<file path="config.mk">
export PLATFORM = sky130hd
export DESIGN_NAME = proportional_font_word_wrap_top
export DESIGN_NICKNAME = d
export VERILOG_FILES = /design/src/hdl/pfww_pkg.sv /design/src/hdl/proportional_font_word_wrap_top.sv /design/src/hdl/pfww_ctrl.sv /design/src/hdl/pfww_datapath.sv
export SDC_FILE = /design/constraint.sdc
export NUM_CORES = 1
export LEC_CHECK = 0
export ABC_CLOCK_PERIOD_IN_PS = 19640
export BUFFER_PORTS_ARGS = -buffer_cell sky130_fd_sc_hd__buf_2
export CORE_MARGIN = 2
export CORE_UTILIZATION = 30
export DETAILED_ROUTE_END_ITERATION = 16
export SLEW_MARGIN = 25
export SYNTH_ARGS = -nofsm -noshare
export SYNTH_HDL_FRONTEND = slang
export SYNTH_SLANG_ARGS = --single-unit
</file>
<file path="constraint.sdc">
create_clock -name clk -period 19.64 [get_ports clk]
set_input_delay 0 -clock clk [delete_from_list [all_inputs] [get_ports clk]]
set_output_delay 0 -clock clk [all_outputs]
set_load 0.005 [all_outputs]
</file>
<file path="src/hdl/pfww_pkg.sv">
`default_nettype none

package pfww_pkg;

    localparam int CFG_INDEX_W = 2;
    localparam logic [CFG_INDEX_W-1:0] CFG_MAX_LINE_WIDTH    = 2'd0;
    localparam logic [CFG_INDEX_W-1:0] CFG_MAX_OUTPUT_LENGTH = 2'd1;

    localparam logic [15:0] MAX_LINE_WIDTH_RESET    = 16'hFFFF;
    localparam logic [15:0] MAX_OUTPUT_LENGTH_RESET = 16'hFFFF;
    localparam logic [15:0] LINE_COUNT_MAX          = 16'hFFFF;

    localparam logic [7:0] CHAR_LF    = 8'd10;
    localparam logic [7:0] CHAR_CR    = 8'd13;
    localparam logic [7:0] CHAR_SPACE = 8'd32;
    localparam logic [7:0] CHAR_NONE  = 8'd0;

    localparam logic [8:0] SPACE_PIXELS   = 9'd4;
    localparam logic [8:0] WORD_WIDTH_MAX = 9'd511;

    localparam logic [3:0] FONT_PX [128] = '{
        4'd0, 4'd0, 4'd0, 4'd0, 4'd0, 4'd0, 4'd0, 4'd0,
        4'd0, 4'd0, 4'd0, 4'd0, 4'd0, 4'd0, 4'd0, 4'd0,
        4'd0, 4'd0, 4'd0, 4'd0, 4'd0, 4'd0, 4'd0, 4'd0,
        4'd0, 4'd0, 4'd0, 4'd0, 4'd0, 4'd0, 4'd0, 4'd0,
        4'd4, 4'd2, 4'd4, 4'd7, 4'd6, 4'd9, 4'd7, 4'd2,
        4'd3, 4'd3, 4'd4, 4'd6, 4'd3, 4'd5, 4'd2, 4'd7,
        4'd6, 4'd3, 4'd6, 4'd6, 4'd6, 4'd6, 4'd6, 4'd6,
        4'd6, 4'd6, 4'd2, 4'd3, 4'd5, 4'd6, 4'd5, 4'd7,
        4'd8, 4'd6, 4'd6, 4'd6, 4'd6, 4'd6, 4'd6, 4'd6,
        4'd6, 4'd4, 4'd6, 4'd6, 4'd5, 4'd8, 4'd8, 4'd6,
        4'd6, 4'd7, 4'd6, 4'd6, 4'd6, 4'd6, 4'd8, 4'd10,
        4'd8, 4'd6, 4'd6, 4'd3, 4'd6, 4'd3, 4'd6, 4'd6,
        4'd4, 4'd7, 4'd6, 4'd6, 4'd6, 4'd6, 4'd5, 4'd6,
        4'd6, 4'd2, 4'd5, 4'd5, 4'd2, 4'd9, 4'd6, 4'd6,
        4'd6, 4'd6, 4'd6, 4'd6, 4'd5, 4'd6, 4'd6, 4'd6,
        4'd6, 4'd6, 4'd6, 4'd4, 4'd2, 4'd5, 4'd7, 4'd0
    };

    typedef struct packed {
        logic accept;
        logic plan;
        logic fetch;
        logic push;
    } pfww_cmd_t;

    typedef struct packed {
        logic out_free;
        logic at_last;
    } pfww_stat_t;

    // codes 128..255 are one pixel wide
    function automatic logic [3:0] glyph_px(input logic [7:0] c);
        logic [3:0] px;
        if (c[7])
        begin
            px = 4'd1;
        end
        else
        begin
            px = FONT_PX[c[6:0]];
        end
        return px;
    endfunction

endpackage

`default_nettype wire

</file>
<file path="src/hdl/proportional_font_word_wrap_top.sv">
`default_nettype none

// Greedy word wrap to a pixel width for a proportional font. Bytes are taken one
// at a time; a word is held in a MAX_WORD-entry buffer until a space, CR/LF or
// end of text, then re-emitted after a space or newline separator, and a newline
// closes every source line that held text. Each accepted byte returns one or more
// output words, the final one marked by last; a byte that emits nothing returns a
// single word with char_valid low. One byte is in flight at a time: once it is
// accepted it is planned, then each output word takes a fetch step and a push
// step, and the next byte is taken only after the last word has been loaded; an
// output stall holds the push. The fetch step reads the word buffer and the push
// step loads the output register. Configuration writes are always taken
// (cfg_ready is tied high) and belong between texts or while the block is idle.
// No clearing pass follows reset.

module proportional_font_word_wrap_top #(
    parameter int MAX_WORD = 32
) (
    input  wire logic                             clk,
    input  wire logic                             rst_n,
    input  wire logic                             in_valid,
    output logic                                  in_stall,
    input  wire logic [7:0]                       char_code,
    input  wire logic                             end_of_text,
    output logic                                  out_valid,
    input  wire logic                             out_stall,
    output logic [7:0]                            out_char,
    output logic                                  char_valid,
    output logic                                  last,
    output logic [15:0]                           line_count,
    output logic                                  word_truncated,
    input  wire logic                             cfg_valid,
    output logic                                  cfg_ready,
    input  wire logic [pfww_pkg::CFG_INDEX_W-1:0] cfg_index,
    input  wire logic [15:0]                      cfg_data
);
    import pfww_pkg::*;

    pfww_cmd_t  cmd;
    pfww_stat_t stat;

    assign cfg_ready = 1'b1;

    pfww_ctrl u_ctrl (
        .clk      (clk),
        .rst_n    (rst_n),
        .in_valid (in_valid),
        .in_stall (in_stall),
        .stat     (stat),
        .cmd      (cmd)
    );

    pfww_datapath #(
        .MAX_WORD (MAX_WORD)
    ) u_datapath (
        .clk            (clk),
        .rst_n          (rst_n),
        .cmd            (cmd),
        .stat           (stat),
        .char_code      (char_code),
        .end_of_text    (end_of_text),
        .cfg_we         (cfg_valid && cfg_ready),
        .cfg_index      (cfg_index),
        .cfg_data       (cfg_data),
        .out_valid      (out_valid),
        .out_stall      (out_stall),
        .out_char       (out_char),
        .char_valid     (char_valid),
        .last           (last),
        .line_count     (line_count),
        .word_truncated (word_truncated)
    );

    // an accepted byte blocks the input until its last word is loaded
    a_busy_after_accept: assert property (@(posedge clk) disable iff (!rst_n)
        in_valid && !in_stall |=> in_stall)
        else $error("input not stalled after accepting a byte");

    // a waiting output word is never overwritten
    a_no_overwrite: assert property (@(posedge clk) disable iff (!rst_n)
        out_valid && out_stall |-> !cmd.push)
        else $error("output word overwritten while stalled");

    // the empty result is always the only word of its byte
    a_empty_is_last: assert property (@(posedge clk) disable iff (!rst_n)
        out_valid && !char_valid |-> last)
        else $error("empty result not marked last");

    // the input reopens only after a final word has been loaded
    a_reopen_after_last: assert property (@(posedge clk) disable iff (!rst_n)
        $fell(in_stall) |-> out_valid && last)
        else $error("input reopened before the last word");

endmodule

`default_nettype wire

</file>
<file path="src/hdl/pfww_ctrl.sv">
`default_nettype none

module pfww_ctrl (
    input  wire logic                  clk,
    input  wire logic                  rst_n,
    input  wire logic                  in_valid,
    output logic                       in_stall,
    input  wire pfww_pkg::pfww_stat_t  stat,
    output pfww_pkg::pfww_cmd_t        cmd
);
    import pfww_pkg::*;

    typedef enum logic [1:0] {
        S_IDLE,
        S_PLAN,
        S_FETCH,
        S_PUSH
    } state_t;

    state_t state_reg;
    logic   in_stall_reg;

    always_ff @(posedge clk or negedge rst_n)
    begin
        if (!rst_n)
        begin
            state_reg    <= S_IDLE;
            in_stall_reg <= 1'b0;
        end
        else
        begin
            case (state_reg)
                S_IDLE:
                begin
                    if (in_valid)
                    begin
                        state_reg    <= S_PLAN;
                        in_stall_reg <= 1'b1;
                    end
                end
                S_PLAN:
                begin
                    state_reg <= S_FETCH;
                end
                S_FETCH:
                begin
                    state_reg <= S_PUSH;
                end
                S_PUSH:
                begin
                    if (stat.out_free)
                    begin
                        if (stat.at_last)
                        begin
                            state_reg    <= S_IDLE;
                            in_stall_reg <= 1'b0;
                        end
                        else
                        begin
                            state_reg <= S_FETCH;
                        end
                    end
                end
                default:
                begin
                    state_reg    <= S_IDLE;
                    in_stall_reg <= 1'b0;
                end
            endcase
        end
    end

    assign in_stall = in_stall_reg;

    always_comb
    begin
        cmd.accept = (state_reg == S_IDLE) && in_valid;
        cmd.plan   = (state_reg == S_PLAN);
        cmd.fetch  = (state_reg == S_FETCH);
        cmd.push   = (state_reg == S_PUSH) && stat.out_free;
    end

endmodule

`default_nettype wire

</file>
<file path="src/hdl/pfww_datapath.sv">
`default_nettype none

module pfww_datapath #(
    parameter int MAX_WORD = 32
) (
    input  wire logic                             clk,
    input  wire logic                             rst_n,
    input  wire pfww_pkg::pfww_cmd_t              cmd,
    output pfww_pkg::pfww_stat_t                  stat,
    input  wire logic [7:0]                       char_code,
    input  wire logic                             end_of_text,
    input  wire logic                             cfg_we,
    input  wire logic [pfww_pkg::CFG_INDEX_W-1:0] cfg_index,
    input  wire logic [15:0]                      cfg_data,
    output logic                                  out_valid,
    input  wire logic                             out_stall,
    output logic [7:0]                            out_char,
    output logic                                  char_valid,
    output logic                                  last,
    output logic [15:0]                           line_count,
    output logic                                  word_truncated
);
    import pfww_pkg::*;

    localparam int LW = $clog2(MAX_WORD + 1);
    localparam int AW = (MAX_WORD > 1) ? $clog2(MAX_WORD) : 1;
    localparam int CW = $clog2(MAX_WORD + 3);

    logic [15:0]   mlw_reg;
    logic [15:0]   mol_reg;
    logic [7:0]    item_char_reg;
    logic          item_eot_reg;
    logic [7:0]    word_mem [MAX_WORD];
    logic [LW-1:0] wlen_reg;
    logic [8:0]    wwid_reg;
    logic [17:0]   lpix_reg;
    logic          lopen_reg;
    logic [15:0]   emit_cnt_reg;
    logic [15:0]   lines_reg;
    logic          trunc_reg;

    logic          plan_sep_reg;
    logic          plan_nl_reg;
    logic [LW-1:0] plan_len_reg;
    logic [CW-1:0] plan_cnt_reg;
    logic [CW-1:0] idx_reg;
    logic [15:0]   res_lc_reg;
    logic          res_tr_reg;
    logic [7:0]    rd_data_reg;
    logic          src_word_reg;
    logic [7:0]    fix_char_reg;

    logic          out_valid_reg;
    logic [7:0]    out_char_reg;
    logic          char_valid_reg;
    logic          last_reg;
    logic [15:0]   line_count_reg;
    logic          trunc_out_reg;

    // item classification
    logic          is_space;
    logic          is_eol;
    logic          is_brk;
    logic          closes;
    logic          flush;
    logic          has_sep;
    logic [17:0]   line_sum;
    logic          sep_nl;
    logic          close_nl;
    logic [15:0]   lines_mid;
    logic [15:0]   lines_next;
    logic [CW-1:0] n_plan;
    logic [15:0]   cap;
    logic [16:0]   room_diff;
    logic [15:0]   room;
    logic [CW-1:0] n_act;
    logic [17:0]   lpix_next;
    logic [9:0]    wsum;
    logic [8:0]    wwid_next;
    logic          word_full;
    logic          mem_we;
    logic [CW-1:0] j_idx;
    logic          in_word;
    logic          mem_re;
    logic [CW-1:0] idx_inc;

    always_comb
    begin
        is_space  = (item_char_reg == CHAR_SPACE);
        is_eol    = (item_char_reg == CHAR_LF) || (item_char_reg == CHAR_CR);
        is_brk    = item_eot_reg || is_space || is_eol;
        closes    = item_eot_reg || is_eol;
        flush     = (wlen_reg != '0);
        has_sep   = flush && (lpix_reg != '0);
        line_sum  = lpix_reg + {9'b0, wwid_reg};
        sep_nl    = has_sep && (line_sum > {2'b0, mlw_reg});
        close_nl  = closes && lopen_reg;

        lines_mid  = (sep_nl && (lines_reg != LINE_COUNT_MAX)) ? lines_reg + 16'd1 : lines_reg;
        lines_next = (close_nl && (lines_mid != LINE_COUNT_MAX)) ? lines_mid + 16'd1 : lines_mid;

        n_plan = CW'(has_sep) + CW'(wlen_reg) + CW'(close_nl);

        // room left in the output: cap - 1 - emitted, floored at zero
        cap       = (mol_reg == '0) ? 16'd1 : mol_reg;
        room_diff = {1'b0, cap} - 17'd1 - {1'b0, emit_cnt_reg};
        room      = room_diff[16] ? 16'd0 : room_diff[15:0];
        n_act     = ({{(16-CW){1'b0}}, n_plan} > room) ? CW'(room) : n_plan;

        if (flush)
        begin
            lpix_next = (sep_nl ? 18'd0 : lpix_reg) + {9'b0, wwid_reg} + 18'(SPACE_PIXELS);
        end
        else
        begin
            lpix_next = lpix_reg;
        end

        wsum      = {1'b0, wwid_reg} + {6'b0, glyph_px(item_char_reg)};
        wwid_next = wsum[9] ? WORD_WIDTH_MAX : wsum[8:0];
        word_full = (wlen_reg >= LW'(MAX_WORD));
        mem_we    = cmd.plan && !is_brk && !word_full;

        j_idx   = idx_reg - CW'(plan_sep_reg);
        in_word = !(plan_sep_reg && (idx_reg == '0)) && (j_idx < CW'(plan_len_reg));
        mem_re  = cmd.fetch && in_word;
        idx_inc = idx_reg + CW'(1);

        stat.out_free = !out_valid_reg || !out_stall;
        stat.at_last  = (plan_cnt_reg == '0) || (idx_inc == plan_cnt_reg);
    end

    always_ff @(posedge clk)
    begin
        if (mem_we)
        begin
            word_mem[wlen_reg[AW-1:0]] <= item_char_reg;
        end
        if (mem_re)
        begin
            rd_data_reg <= word_mem[j_idx[AW-1:0]];
        end
    end

    always_ff @(posedge clk or negedge rst_n)
    begin
        if (!rst_n)
        begin
            mlw_reg       <= MAX_LINE_WIDTH_RESET;
            mol_reg       <= MAX_OUTPUT_LENGTH_RESET;
            wlen_reg      <= '0;
            wwid_reg      <= '0;
            lpix_reg      <= '0;
            lopen_reg     <= 1'b0;
            emit_cnt_reg  <= '0;
            lines_reg     <= '0;
            trunc_reg     <= 1'b0;
            out_valid_reg <= 1'b0;
        end
        else
        begin
            if (cfg_we)
            begin
                case (cfg_index)
                    CFG_MAX_LINE_WIDTH:    mlw_reg <= cfg_data;
                    CFG_MAX_OUTPUT_LENGTH: mol_reg <= cfg_data;
                    default:               ;
                endcase
            end

            if (cmd.plan)
            begin
                if (is_brk)
                begin
                    wlen_reg     <= '0;
                    wwid_reg     <= '0;
                    lpix_reg     <= closes ? 18'd0 : lpix_next;
                    // end of text closes the line whatever its byte holds
                    lopen_reg    <= is_space && !item_eot_reg;
                    lines_reg    <= item_eot_reg ? 16'd0 : lines_next;
                    emit_cnt_reg <= item_eot_reg ? 16'd0
                                                 : emit_cnt_reg + {{(16-CW){1'b0}}, n_act};
                    if (item_eot_reg)
                    begin
                        trunc_reg <= 1'b0;
                    end
                end
                else
                begin
                    lopen_reg <= 1'b1;
                    if (word_full)
                    begin
                        trunc_reg <= 1'b1;
                    end
                    else
                    begin
                        wlen_reg <= wlen_reg + LW'(1);
                        wwid_reg <= wwid_next;
                    end
                end
            end

            if (cmd.push)
            begin
                out_valid_reg <= 1'b1;
            end
            else if (!out_stall)
            begin
                out_valid_reg <= 1'b0;
            end
        end
    end

    always_ff @(posedge clk)
    begin
        if (cmd.accept)
        begin
            item_char_reg <= char_code;
            item_eot_reg  <= end_of_text;
        end

        if (cmd.plan)
        begin
            idx_reg      <= '0;
            plan_sep_reg <= is_brk && has_sep;
            plan_nl_reg  <= sep_nl;
            plan_len_reg <= wlen_reg;
            if (is_brk)
            begin
                plan_cnt_reg <= n_act;
                res_lc_reg   <= lines_next;
                res_tr_reg   <= trunc_reg;
            end
            else
            begin
                plan_cnt_reg <= '0;
                res_lc_reg   <= lines_reg;
                res_tr_reg   <= trunc_reg || word_full;
            end
        end

        if (cmd.fetch)
        begin
            src_word_reg <= in_word;
            if (plan_sep_reg && (idx_reg == '0))
            begin
                fix_char_reg <= plan_nl_reg ? CHAR_LF : CHAR_SPACE;
            end
            else
            begin
                fix_char_reg <= CHAR_LF;
            end
        end

        if (cmd.push)
        begin
            idx_reg        <= idx_inc;
            char_valid_reg <= (plan_cnt_reg != '0);
            last_reg       <= stat.at_last;
            line_count_reg <= res_lc_reg;
            trunc_out_reg  <= res_tr_reg;
            if (plan_cnt_reg == '0)
            begin
                out_char_reg <= CHAR_NONE;
            end
            else
            begin
                out_char_reg <= src_word_reg ? rd_data_reg : fix_char_reg;
            end
        end
    end

    assign out_valid      = out_valid_reg;
    assign out_char       = out_char_reg;
    assign char_valid     = char_valid_reg;
    assign last           = last_reg;
    assign line_count     = line_count_reg;
    assign word_truncated = trunc_out_reg;

endmodule

`default_nettype wire

</file>
==> run summary <==
Yosys mapped the design onto 88 distinct sky130hd cell types. Prior to clock tree synthesis, the placed netlist has a worst setup slack of 12020 ps. In this run the standard cell core region covers 0.07321 mm^2. The first routing iteration left 1065 violations.

In the synthesized netlist the dominant register cell turns out to be edfxtp_1. Counting along the longest clock path gives a buffer depth of 3. The proportion of synthesized flip-flops having asynchronous set or reset is 0.2325, and the number of filler cells placed in the layout is 7033. For this run, the number of Yosys warnings is 0. Once detailed placement completed, the half-perimeter wirelength came to 35240 um.

62 I/O pins were placed. Derived from the worst setup path, the maximum achievable clock frequency is 0.1277 GHz. Total leakage power: 9.340 nW.

Setup repair after global routing left no endpoint under its margin. The final worst-path cycle share works out to 0.3988. The worst setup path is captured at a flip-flop. Data on the critical path is required at its endpoint by 20100 ps.

The pre-antenna-repair detailed-routing pass consisted of 5 iterations. The measured slew at the worst slew-check pin is 978.8 ps, and the number of sinks on the clock net is 443. The critical path start-end classification is flip-flop to flip-flop.

The initial antenna violation count is 4, and the tightest slew margin relative to the limit is 0.3474. The clock-pin transition on the worst setup and hold timing paths is 60 ps. The average cell area after synthesis came out at 12.72 um^2.

Of all nets on the critical path, the largest fanout is 16. The first global-routing pass estimated 81340 um of wire. The slowest stage of the critical path is the a21oi_2 cell. Summing over every cut layer, the via total after detailed routing is 14291. The number of global-route vias before repair was 14328; the post-synthesis instance area was 0.02229 mm^2. The routability congestion estimate is 0.8261, and the average via count per standard cell is 5.007.

The starting density of the core is 0.3044. The most used cell along the critical path was o21ai_0. The top cell types in the final layout, fill and taps aside, are edfxtp_1 (340), nand2_1 (182), nor2_1 (118). The smallest clock period supported by the final layout is computed as 7833 ps.

The logs give 0 for the final count of hold timing violations and 1990 for the net count reported at finish. The most common cell after layout, fill and taps aside is edfxtp_1. The run finished with clean final reports.

For the total global-route track usage, the log shows 0.1340. The count of buffers from port buffering is 60, and the worst IR drop on VDD is 0.1281 mV. The number of flip-flops in the largest register is 256, and the die height is 276.6 um.

The run gives 0 as the residual DRC count. The tools report the root cell of the clock tree as clkbuf_16. The worst path meets setup with 11810 ps of slack. For this block, the routed nets add up to 52100 um of wire.

The floorplan step set the die width to 276.6 um. In this run, synthesis inferred 340 flip-flops with an integrated enable. The tools report the arrival time reported for the critical path endpoint as 8300 ps.

Dividing the detail-routed wire length by the instance count gives 18.25 um. The number of max-slew violations in the final report is 0. Counting every net in the synthesized netlist gives 1886. The tools report the remaining antenna violation count after routing as 0. Entering global routing, the biggest net connects 67 pins. In this run, CTS created clock tree buffers numbering 47. For the setup total negative slack, the log shows 0 ps. On the worst path, the slowest cell contributes a delay of 710 ps.

From synthesis to final layout, the design area changed by 15.66%. Clock latency on the worst-skew pair, taken at its later pin, is 600 ps. The total setup violations reported at the end of the flow came out at 0. The worst setup path is launched from a flip-flop.

After global routing the overflow that remains totals 0. The area of the die was 0.07649 mm^2. The depth of the CTS H-tree was 2.

Max-cap violations in this run came to 0. The worst hold path belongs to the class primary input to flip-flop. TritonCTS built the clock tree. In this run the power density over the cells is 116.4 mW/mm^2.

The cell count after synthesis came out at 1752. The ratio of cells with drive above 1 in the final layout came out at 0.1668. The run gives 99 as the number of placement rows. The portion of the post-synthesis area used by sequential elements is 0.5755, and the post-route clock skew is 16.03 ps. After synthesis the netlist holds a flip-flop and latch count of 443.
cells by family after synthesis:
family / Yosys count / share of synthesized area
muxes: 119 / 0.09965
other: 1 / 0.0001683
adders and majority gates: 102 / 0.05928
buffers and inverters: 182 / 0.03200
DFF: 443 / 0.5755
AOI/OAI and AO/OA: 305 / 0.08960
xor gates and xnor gates: 82 / 0.03222
and+or+nand+nor: 518 / 0.1115
routing by layer:
layer / up-vias / wire [um] / GRT usage
met3: 89 / 2658 / 0.02560
met5: - / 46 / 0
met1: 7121 / 22720 / 0.1740
met2: 360 / 25240 / 0.2257
met4: 6 / 1434 / 0.04274
li1: 6715 / - / -
worst paths after layout:
kind	start	to	slack, ps	depth (start not counted)
worst max register to register	u_datapath.wwid_reg[0]$_DFFE_PN0P_	u_datapath.lpix_reg[15]$_DFFE_PN0P_	11810	30
worst min register to register	u_datapath.res_lc_reg[5]$_DFFE_PP_	u_datapath.line_count[5]$_DFFE_PP_	420	0
max in group asynchronous	rst_n	u_datapath.lpix_reg[9]$_DFFE_PN0P_	18330	3
worst max-delay path	u_datapath.wwid_reg[0]$_DFFE_PN0P_	u_datapath.lpix_reg[15]$_DFFE_PN0P_	11810	30
min in group asynchronous	rst_n	u_datapath.mlw_reg[14]$_DFFE_PN1P_	100	2
worst min-delay path	cfg_index[1]	u_datapath.mlw_reg[0]$_DFFE_PN1P_	30	4
per-stage QoR:
stage | util | instance area (um^2) | total power [mW] | hold slack [ps] | cells
finish | 0.3521 | 25780 | 3.000 | 34.91 | 2854
global route | 0.3521 | 25780 | 3.158 | 40.46 | 2854
CTS | 0.3521 | 25770 | 3.040 | 10.03 | 2853
detailed placement | 0.3229 | 23640 | 2.133 | 9.845 | 2707
global placement | 0.3229 | 23640 | 2.112 | 6.824 | 2707
floorplan | - | 22290 | 1.846 | -295.6 | 1752
layout make-up:
class,instances,area [um^2],area share
flip-flops and latches,443,12830,0.4976
inverters,96,360.3,0.01398
clock inverters,23,262.8,0.01019
multi-input cells,1127,8785,0.3408
well taps,959,1200,0.04655
repair buffers,141,1059,0.04106
diodes,1,2.502,0.00009708
clock buffers,64,1281,0.04970
synth_stat cells, types with 12 or more instances:
cell	n	share of area
a21oi_1	57	0.013
a21o_1	18	0.0061
edfxtp_1	340	0.46
o31ai_1	13	0.0044
dfrtp_1	71	0.080
xor2_1	27	0.011
inv_1	94	0.016
and3_1	16	0.0045
nand3_1	50	0.011
dfstp_2	32	0.038
and2_1	12	0.0034
mux2i_1	16	0.0072
xnor2_1	55	0.022
nor2_1	119	0.020
nor2b_1	32	0.0090
ha_1	96	0.054
nand2_1	182	0.031
nor4_1	12	0.0034
mux2_2	22	0.011
nand2b_1	14	0.0039
nor3_1	20	0.0045
mux4_2	80	0.081
nand4_1	15	0.0042
or3_1	13	0.0036
clkbuf_1	65	0.011
o21ai_0	101	0.023
worst max-delay path: cells and delay by family (launching register included):
| kind | cells | cell delay, ps |
|---|---|---|
| AOI/OAI and AO/OA | 19 | 4550 |
| xor gates and xnor gates | 1 | 140 |
| adders and majority gates | 5 | 1700 |
| buffers and inverters | 1 | 280 |
| DFF | 1 | 420 |
| and+or+nand+nor | 4 | 610 |
where the power goes:
group / internal (mW) / switching, mW
Combinational: 0.430 / 0.512
Clock: 0.514 / 0.373
Sequential: 1.12 / 0.0555
what timing repair did:
item / 4_1_cts / 5_1_grt
buffers inserted: 0 / 0
gates resized for setup: 0 / 0
endpoints found under the hold margin: 87 / 0
hold buffers: 59 / 0
(Power assumes the default switching activity.)
